## src/hdl/decimal_two_address_cpu_core_macros.svh

```systemverilog
// ----------------------------------------------------------------------------
// Assertion macros for the decimal two-address machine
// Implication checks sampled on clk, disabled while rst_n is low.
// ----------------------------------------------------------------------------
`ifndef DECIMAL_TWO_ADDRESS_CPU_CORE_MACROS_SVH
`define DECIMAL_TWO_ADDRESS_CPU_CORE_MACROS_SVH

// same-cycle implication
`define DTAC_ASSERT_IMP(lbl, ante, cons) \
  lbl: assert property (@(posedge clk) disable iff (!rst_n) (ante) |-> (cons)) \
    else $error("dtac check failed");

// next-cycle implication
`define DTAC_ASSERT_NXT(lbl, ante, cons) \
  lbl: assert property (@(posedge clk) disable iff (!rst_n) (ante) |=> (cons)) \
    else $error("dtac check failed");

`endif

```

## src/hdl/dtac_pkg.sv

```systemverilog
// ----------------------------------------------------------------------------
// dtac_pkg
// Types and constants of the decimal two-address machine.
// ----------------------------------------------------------------------------
package dtac_pkg;

  localparam int unsigned AddrW = 17;
  localparam int unsigned WordW = 64;

  localparam logic [WordW-1:0] ADDR_SCALE = 64'd100000;
  localparam logic [WordW-1:0] OP_SCALE   = 64'd10000000000;
  // first word above the halt opcode range
  localparam logic [WordW-1:0] OP_LIMIT   = 64'd130000000000;
  // floor(t / 3125) = (t * ADDR_RECIP) >> ADDR_SHIFT for t below 2^29
  localparam logic [31:0]      ADDR_RECIP = 32'd703687442;
  localparam int unsigned      ADDR_SHIFT = 41;
  localparam logic [AddrW-1:0] PC_RESET   = 17'd100;

  typedef struct packed {
    logic [1:0]              func;
    logic [AddrW-1:0]        address;
    logic signed [WordW-1:0] data;
  } in_word_t;

  typedef struct packed {
    logic [2:0]              status;
    logic signed [WordW-1:0] value;
    logic                    value_valid;
    logic [AddrW-1:0]        program_counter;
  } out_word_t;

  typedef enum logic [1:0] {
    FN_LOAD  = 2'd0,
    FN_READ  = 2'd1,
    FN_START = 2'd2,
    FN_EXEC  = 2'd3
  } func_t;

  typedef enum logic [2:0] {
    STAT_OK      = 3'd0,
    STAT_HALT    = 3'd1,
    STAT_DIVZ    = 3'd2,
    STAT_ILLEGAL = 3'd3,
    STAT_RANGE   = 3'd4,
    STAT_STOPPED = 3'd5
  } status_t;

  typedef enum logic [3:0] {
    OP_ADD  = 4'd1,
    OP_SUB  = 4'd2,
    OP_MUL  = 4'd3,
    OP_DIV  = 4'd4,
    OP_COPY = 4'd5,
    OP_RD   = 4'd6,
    OP_WR   = 4'd7,
    OP_BR   = 4'd8,
    OP_BRN  = 4'd9,
    OP_BRZ  = 4'd10,
    OP_BRP  = 4'd11,
    OP_HALT = 4'd12
  } opcode_t;

  typedef enum logic [3:0] {
    S_CLR, S_IDLE, S_RDBK, S_FETCH, S_DEC1, S_DEC2, S_RDX, S_RDY,
    S_EXEC, S_MUL_LL, S_MUL_LH, S_MUL_HL, S_MUL_WB, S_DIVW, S_FIN
  } state_t;

  typedef struct packed {
    logic             start;
    logic [WordW-1:0] num;
    logic [WordW-1:0] den;
  } div_req_t;

  typedef struct packed {
    logic             done;
    logic [WordW-1:0] quot;
    logic [WordW-1:0] rem;
  } div_rsp_t;

endpackage

```

## src/hdl/dtac_div.sv

```systemverilog
// ----------------------------------------------------------------------------
// dtac_div
// Unsigned 64-bit restoring divider, one quotient bit per cycle.
// ----------------------------------------------------------------------------
module dtac_div (
  input  logic              clk,
  input  logic              rst_n,
  input  dtac_pkg::div_req_t req,
  output dtac_pkg::div_rsp_t rsp
);

  localparam int unsigned W  = dtac_pkg::WordW;
  localparam int unsigned CW = $clog2(W + 1);

  logic [W-1:0]  q_r, q_nxt;
  logic [W-1:0]  r_r, r_nxt;
  logic [W-1:0]  d_r, d_nxt;
  logic [CW-1:0] cnt_r, cnt_nxt;
  logic          done_r, done_nxt;
  logic [W:0]    trial;
  logic          ge;

  always_comb begin
    trial    = {r_r, q_r[W-1]};
    ge       = trial >= {1'b0, d_r};
    q_nxt    = q_r;
    r_nxt    = r_r;
    d_nxt    = d_r;
    cnt_nxt  = cnt_r;
    done_nxt = 1'b0;
    if (req.start) begin
      q_nxt   = req.num;
      r_nxt   = '0;
      d_nxt   = req.den;
      cnt_nxt = CW'(W);
    end else if (cnt_r != '0) begin
      r_nxt   = ge ? W'(trial - {1'b0, d_r}) : trial[W-1:0];
      q_nxt   = {q_r[W-2:0], ge};
      cnt_nxt = cnt_r - 1'b1;
      // last quotient bit lands this edge
      done_nxt = (cnt_r == CW'(1));
    end
  end

  always_ff @(posedge clk) begin
    if (!rst_n) begin
      cnt_r  <= '0;
      done_r <= 1'b0;
    end else begin
      cnt_r  <= cnt_nxt;
      done_r <= done_nxt;
    end
    q_r <= q_nxt;
    r_r <= r_nxt;
    d_r <= d_nxt;
  end

  assign rsp.done = done_r;
  assign rsp.quot = q_r;
  assign rsp.rem  = r_r;

endmodule
```

## config.mk

```make
export PLATFORM = sky130hd
export DESIGN_NAME = dtac_div
export DESIGN_NICKNAME = d
export VERILOG_FILES = /design/src/hdl/decimal_two_address_cpu_core_macros.svh /design/src/hdl/dtac_pkg.sv /design/src/hdl/dtac_div.sv
export SDC_FILE = /design/constraint.sdc
export NUM_CORES = 1
export LEC_CHECK = 0
export BUFFER_PORTS_ARGS = -buffer_cell sky130_fd_sc_hd__buf_2
export CORE_MARGIN = 4
export CORE_UTILIZATION = 56
export CTS_CLUSTER_SIZE = 28
export DETAILED_ROUTE_END_ITERATION = 16
export PLACE_DENSITY = 0.82
export SYNTH_ARGS = -nofsm -noshare
export SYNTH_HDL_FRONTEND = slang
export SYNTH_SLANG_ARGS = --single-unit
```

## constraint.sdc

```tcl
create_clock -name clk -period 4.4 [get_ports clk]
set_input_delay 1.1 -clock clk [delete_from_list [all_inputs] [get_ports clk]]
set_output_delay 1.1 -clock clk [all_outputs]
set_load 0.005 [all_outputs]
```

==> results of run 1 <==
[routing by layer]
| layer | wire, µm | vias up | GRT usage [%] |
|---|---|---|---|
| met5 | 57 | - | 0 |
| met4 | 1040 | 8 | 9.88 |
| met3 | 3060 | 69 | 7.50 |
| met2 | 16300 | 432 | 46.5 |
| met1 | 13500 | 4971 | 34.9 |
| li1 | - | 5058 | - |
[power breakdown]
part	internal [W]	switching, W	leakage [nW]
registers	0.00259	0.000391	1.88
logic	0.00174	0.00271	4.07
clock network	0.000783	0.000841	0.298
total	0.00512	0.00394	6.25
[logic make-up after synthesis]
kind of cell               count (synthesis)  share of synthesized area (%)
DFF                                      200                           43.9
muxes                                     71                           6.59
AOI/OAI and AO/OA                        344                           19.1
and+or+nand+nor                          362                           14.3
adders and majority gates                 67                           7.02
xor gates and xnor gates                  51                           3.71
buffers and inverters                    159                           5.44
[cells in the final DEF (no fill, tap or decap), drive strengths merged, types with 4 or more instances in the layout]
cell type / Yosys / final
buf: 36 / 272
edfxtp: 128 / 128
nand2: 125 / 125
nor2: 113 / 113
a21oi: 109 / 109
inv: 82 / 89
dfxtp: 72 / 72
mux2: 66 / 66
ha: 66 / 66
o21ai: 62 / 62
nand4: 33 / 33
xnor2: 32 / 32
a311oi: 27 / 27
a21o: 22 / 22
a211oi: 19 / 19
xor2: 19 / 19
nand3: 18 / 18
clkbuf: 40 / 17
and3: 14 / 14
o211ai: 14 / 14
nor3: 13 / 13
o21bai: 11 / 11
o211a: 10 / 10
clkinv: 1 / 9
nand2b: 8 / 8
and4: 7 / 7
a31oi: 7 / 7
a21boi: 6 / 6
o21a: 6 / 6
o2111ai: 5 / 5
o22ai: 5 / 5
mux2i: 5 / 5
nor4: 5 / 5
o2111a: 4 / 4
or3: 4 / 4
o31ai: 4 / 4
or4: 4 / 4
[metrics by stage]
stage | power [W] | util (%) | worst slack, ps
after global routing | 0.00969 | 66.8 | 39.1
after floorplan | 0.00600 | - | 928
final | 0.00906 | 66.8 | 496
after detailed placement | 0.00739 | 63.9 | 530
after CTS | 0.00904 | 66.8 | 504
after global placement | 0.00728 | 63.9 | 686
[final cells by class]
| cell class | count | area [µm²] |
|---|---|---|
| inverter | 83 | 312 |
| timing repair buffer | 272 | 1410 |
| clock buffer | 17 | 425 |
| antenna | 1 | 2.50 |
| multi-input combinational | 895 | 6110 |
| tap | 275 | 344 |
| clock inverter | 15 | 194 |
| sequential | 200 | 5290 |
| fill | 1712 | 7000 |
[path summary, 6_finish.rpt]
kind / from / endpoint / slack [ps] / cells after the start
worst max-delay path: r_r[17]$_SDFFE_PP0P_ / r_r[0]$_SDFFE_PP0P_ / 500 / 11
worst min-delay path: r_r[16]$_SDFFE_PP0P_ / r_r[16]$_SDFFE_PP0P_ / 490 / 2
worst max register to register: r_r[17]$_SDFFE_PP0P_ / r_r[0]$_SDFFE_PP0P_ / 500 / 11
worst min register to register: r_r[16]$_SDFFE_PP0P_ / r_r[16]$_SDFFE_PP0P_ / 490 / 2
[worst max-delay path: cells and delay by family, from the launching register on]
| family | cells | cell delay [ps] |
|---|---|---|
| simple gates | 2 | 1000 |
| fa+ha+maj | 1 | 410 |
| buf+inv | 1 | 380 |
| flops | 1 | 340 |
| compound gates | 7 | 1600 |
[flip-flops by register name, summed over array words and instances, names as in the netlist]
| signal | cells |
|---|---|
| r_r | 64 |
| done_r | 1 |
| q_r | 64 |
| cnt_r | 7 |
| d_r | 64 |
==> impl_metrics.py, run 1 <==
metrics = {
    "timing": {
        "setup_viol": 0,
        "finalCriticalPeriod_ps": 3900,
        "fmax_mhz": 256,
        "rsz0062_at_grt": "false",
        "fin_worst_hold_slack_ps": 492,
        "worst-slew-pin-transition_ps": 1130,
        "worst_slew_margin_rel_pct": 24.7,
        "setup_tns_ps": 0,
        "period_share_pct": 88.7,
        "maxSlewViolCount": 0,
        "hold_viol": 0,
        "fin_worst_skew_ps": 15.7,
    },
    "drt": {
        "wirelength_um": 34000,
        "final_antenna_net_count": 0,
        "drt_iter0_drc": 720,
        "first_pass_iters": 6,
        "wire_per_inst_um": 19.4,
        "drcViolationCount": 0,
        "vias_per_cell": 5.99,
        "vias": 10500,
    },
    "clocking": {
        "cts_sinks": 200,
        "cts-buffers-inserted": 17,
        "clockRootBuffer": "clkbuf_16",
        "clock_latency_ps": 450,
        "cts_setup_buffers": 0,
        "clk_path_buf_depth": 2,
        "clk_pin_slew_worst_paths_ps": 80,
        "htreeDepth": 4,
        "cts_hold_buf": 0,
        "cts_tree": "done",
        "cts_resized": 0,
    },
    "worst_setup_path": {
        "start_kind": "flip-flop",
        "critPathMaxStageDelay_ps": 940,
        "crit_path_end_kind": "flip-flop",
        "critPathRequiredTime_ps": 4700,
        "path_cells": "ha_1 -> a21oi_1 -> o21ai_1 -> a222oi_1 -> o2111ai_1 -> o211ai_2 -> and2_2 -> buf_4 -> nor2_1 -> a211oi_1 -> a211oi_1",
        "worstPathArrival_ps": 4200,
        "crit_type": "reg2reg",
        "cpMostUsedCell": "a211oi_1",
        "crit_path_max_fanout": 57,
        "crit_slowest_cell": "and2_2",
    },
    "grt": {
        "antenna_found_initial": 5,
        "grt_pass1_vias": 10200,
        "grt_max_degree": 110,
        "grtUsageTotal_pct": 27.8,
        "grt_pass1_wl_um": 53600,
        "grt-ovfl-total": 0,
    },
    "yosys": {
        "synth.distinct_cells": 82,
        "synth_common_cells": "128 x edfxtp_1, 124 x nand2_1, 113 x nor2_1",
        "synth_area_um2": 12000,
        "syn_avg_cell_area_um2": 9.60,
        "yosys_warnings": 0,
        "syn-num-nets": 1452,
        "yosys-top-cells-area": "edfxtp_1 32%, dfxtp_1 12%, ha_1 6.9%",
        "ys.flop_type": "edfxtp_1",
        "synth_seq_cells": 200,
        "synthArstFlopShare_pct": 0,
        "synth_edf_count": 128,
        "yosysTopAreaCellShare_pct": 31.9,
        "yosysTopAreaCell": "edfxtp_1",
        "synthCells": 1254,
        "synth_seq_area_share_pct": 43.9,
        "post-synth-top-count-cell": "edfxtp_1",
    },
    "floorplan": {
        "initial_core_util_pct": 57.1,
        "die_h_um": 155,
        "rows": 53,
        "fp.dieArea_um2": 23900,
        "die_w_um": 155,
        "design.core.area_um2": 21100,
        "top_level_ports": 260,
    },
    "placement": {
        "placed_cells": 1725,
        "place_area_um2": 13500,
        "hpwl_um": 25000,
        "gp_congestion": 0.997,
        "io_buffers": 259,
    },
    "finish": {
        "layoutNonFillerInstCount": 1758,
        "synthToLayoutAreaGrowth_pct": 17.0,
        "drive_gt1_share_pct": 26.1,
        "nets": 1667,
        "design_area_um2": 14100,
    },
    "power": {
        "vdd_drop_max_uv": 328,
        "power_density_nw_per_um2": 643,
        "leakage_nw": 6.25,
    },
    "min_path": {
        "min-delay-path-class": "reg2reg",
    },
    "flow_run": {
        "maxCapViolCount": 0,
    },
    "status": {
        "status": "finished clean",
    },
}
Power figures use the tool's default switching activity.
==> run 2, diff against run 1 <==
CORE_UTILIZATION = 50   (was 56)
PLACE_DENSITY = 0.77   (was 0.82)
clock period = 3.5 ns   (was 4.4 ns; I/O delays follow)
==> run 2 against run 1 <==
Cell count grew 3.4%. Sequential power increased by 27%. Utilization down 6.2 points. Largest cell class unchanged. Die area up 11%. Non-clock buffer count up 16.
==> impl_metrics.py, run 2 (synthesis gave the netlist of run 1 again) <==
metrics = {
    "grt": {
        "grt_pass1_wl_um": 55300,
        "grt-ovfl-total": 0,
        "antenna_found_initial": 4,
        "grt_pass1_vias": 10400,
        "grtUsageTotal_pct": 26.0,
        "grt_max_degree": 97,
    },
    "power": {
        "power_density_nw_per_um2": 808,
        "p_clk_share_pct": 17.5,
        "p_sw_w": 0.00501,
        "vdd_drop_max_uv": 501,
        "p_sw_share_pct": 43.4,
        "pwr-share-comb_pct": 49.9,
        "p_seq_share_pct": 32.6,
        "power.internal_w": 0.00655,
        "leakage_nw": 6.35,
    },
    "placement": {
        "place_area_um2": 13700,
        "io_buffers": 259,
        "hpwl_um": 26400,
        "gp_congestion": 0.957,
    },
    "clocking": {
        "htreeDepth": 4,
        "cts_setup_buffers": 0,
        "cts_sinks": 200,
        "clk_pin_slew_worst_paths_ps": 80,
        "clk_path_buf_depth": 2,
        "cts_resized": 0,
        "clockRootBuffer": "clkbuf_16",
        "cts_hold_buf": 0,
        "clock_latency_ps": 450,
        "cts-buffers-inserted": 17,
        "cts_tree": "done",
    },
    "finish": {
        "top_regs": "d_r: 64 flops, q_r: 64 flops, r_r: 64 flops",
        "final_common_cell": "buf_2",
        "synthToLayoutAreaGrowth_pct": 18.8,
        "layout_common_cells": "258 x buf_2, 128 x edfxtp_1, 123 x nand2_1",
        "design_area_um2": 14300,
        "nets": 1683,
        "drive_gt1_share_pct": 27.2,
    },
    "drt": {
        "drcViolationCount": 0,
        "drt_iter0_drc": 695,
        "vias": 10600,
        "wirelength_um": 35200,
        "first_pass_iters": 5,
        "wire_per_inst_um": 19.4,
        "final_antenna_net_count": 0,
        "vias_per_cell": 5.83,
    },
    "worst_setup_path": {
        "start_kind": "flip-flop",
        "crit_path_max_fanout": 9,
        "r2r_cells": 11,
        "crit_path_end_kind": "flip-flop",
        "crit_type": "reg2reg",
        "worstPathArrival_ps": 3570,
        "r2r_start": "d_r[31]$_DFFE_PP_",
        "crit_start": "d_r[31]$_DFFE_PP_",
        "r2r-end": "r_r[62]$_SDFFE_PP0P_",
        "critPathRequiredTime_ps": 3790,
        "rrSetupSlack_ps": 220,
        "cp-endpoint": "r_r[62]$_SDFFE_PP0P_",
    },
    "timing": {
        "period_share_pct": 93.8,
        "setup_tns_ps": 0,
        "worst_slew_margin_rel_pct": 38.0,
        "finalCriticalPeriod_ps": 3280,
        "maxSlewViolCount": 0,
        "worst-slew-pin-transition_ps": 930,
        "fmax_mhz": 305,
        "hold_viol": 0,
        "setup_viol": 0,
        "fin_worst_skew_ps": 18.1,
    },
    "flow_run": {
        "maxCapViolCount": 0,
    },
    "floorplan": {
        "top_level_ports": 260,
        "die_w_um": 163,
        "rows": 56,
        "initial_core_util_pct": 51.0,
        "fp.dieArea_um2": 26600,
        "design.core.area_um2": 23600,
        "die_h_um": 163,
    },
    "status": {
        "status": "finished clean",
    },
    "min_path": {
        "min-delay-path-class": "reg2reg",
    },
}
==> run 2: cell count changes in the layout (fill, tap and decap cells not counted), sizes merged <==
cell / previous run / this run
buf: 272 / 288
clkinv: 9 / 8
clkbuf: 17 / 18
==> run 2: worst max-delay path, stage by stage, from the launching register on <==
cell	delay, ps
edfxtp_1	340
inv_1	50
ha_1	410
a211oi_1	350
nor2_1	110
o21ai_0	390
o221ai_1	230
and3b_1	210
a211oi_1	570
a2111oi_1	170
a21oi_1	150
o221ai_1	130
==> run 2: worst min-delay path by stage <==
stage / startpoint / to / cells after the start
final: r_r[8]$_SDFFE_PP0P_ / r_r[8]$_SDFFE_PP0P_ / 2
after global routing: r_r[16]$_SDFFE_PP0P_ / r_r[16]$_SDFFE_PP0P_ / 2
after CTS: r_r[8]$_SDFFE_PP0P_ / r_r[8]$_SDFFE_PP0P_ / 2
after detailed placement: r_r[8]$_SDFFE_PP0P_ / r_r[8]$_SDFFE_PP0P_ / 2
after global placement: r_r[8]$_SDFFE_PP0P_ / r_r[8]$_SDFFE_PP0P_ / 2
after floorplan: r_r[58]$_SDFFE_PP0P_ / r_r[58]$_SDFFE_PP0P_ / 2
==> run 2: per-stage QoR <==
step	hold slack (ps)	cells	util, %	setup WS (ps)	power (W)
after global routing	529	1818	60.6	-56.2	0.0124
after CTS	499	1817	60.4	49.0	0.0115
after detailed placement	486	1785	57.9	89.5	0.00948
final	501	1818	60.6	218	0.0116
after floorplan	468	1254	-	253	0.00754
after global placement	478	1785	57.9	169	0.00937
==> run 2: final cells by class <==
| class | instances | area [µm²] |
|---|---|---|
| Fill cell | 2028 | 9300 |
| Multi-Input combinational cell | 895 | 6140 |
| Sequential cell | 200 | 5290 |
| Timing Repair Buffer | 288 | 1560 |
| Clock buffer | 18 | 429 |
| Tap cell | 319 | 399 |
| Inverter | 83 | 312 |
| Clock inverter | 14 | 175 |
| Antenna cell | 1 | 2.50 |
==> run 2: layer usage <==
| metal | up-vias | GRT usage (%) | share of wire [%] |
|---|---|---|---|
| met4 | 6 | 8.27 | 2.4 |
| li1 | 5091 | - | - |
| met5 | - | 0 | 0.062 |
| met3 | 68 | 7.01 | 8.5 |
| met1 | 5014 | 33.3 | 41 |
| met2 | 411 | 43.2 | 48 |
==> run 2: power groups by stage <==
stage / clock, W / combinational, W / sequential, W
floorplan: 0 / 0.00380 / 0.00374
global route: 0.00216 / 0.00637 / 0.00385
global placement: 0 / 0.00558 / 0.00379
finish: 0.00202 / 0.00577 / 0.00377
detailed placement: 0 / 0.00568 / 0.00380
CTS: 0.00206 / 0.00571 / 0.00377
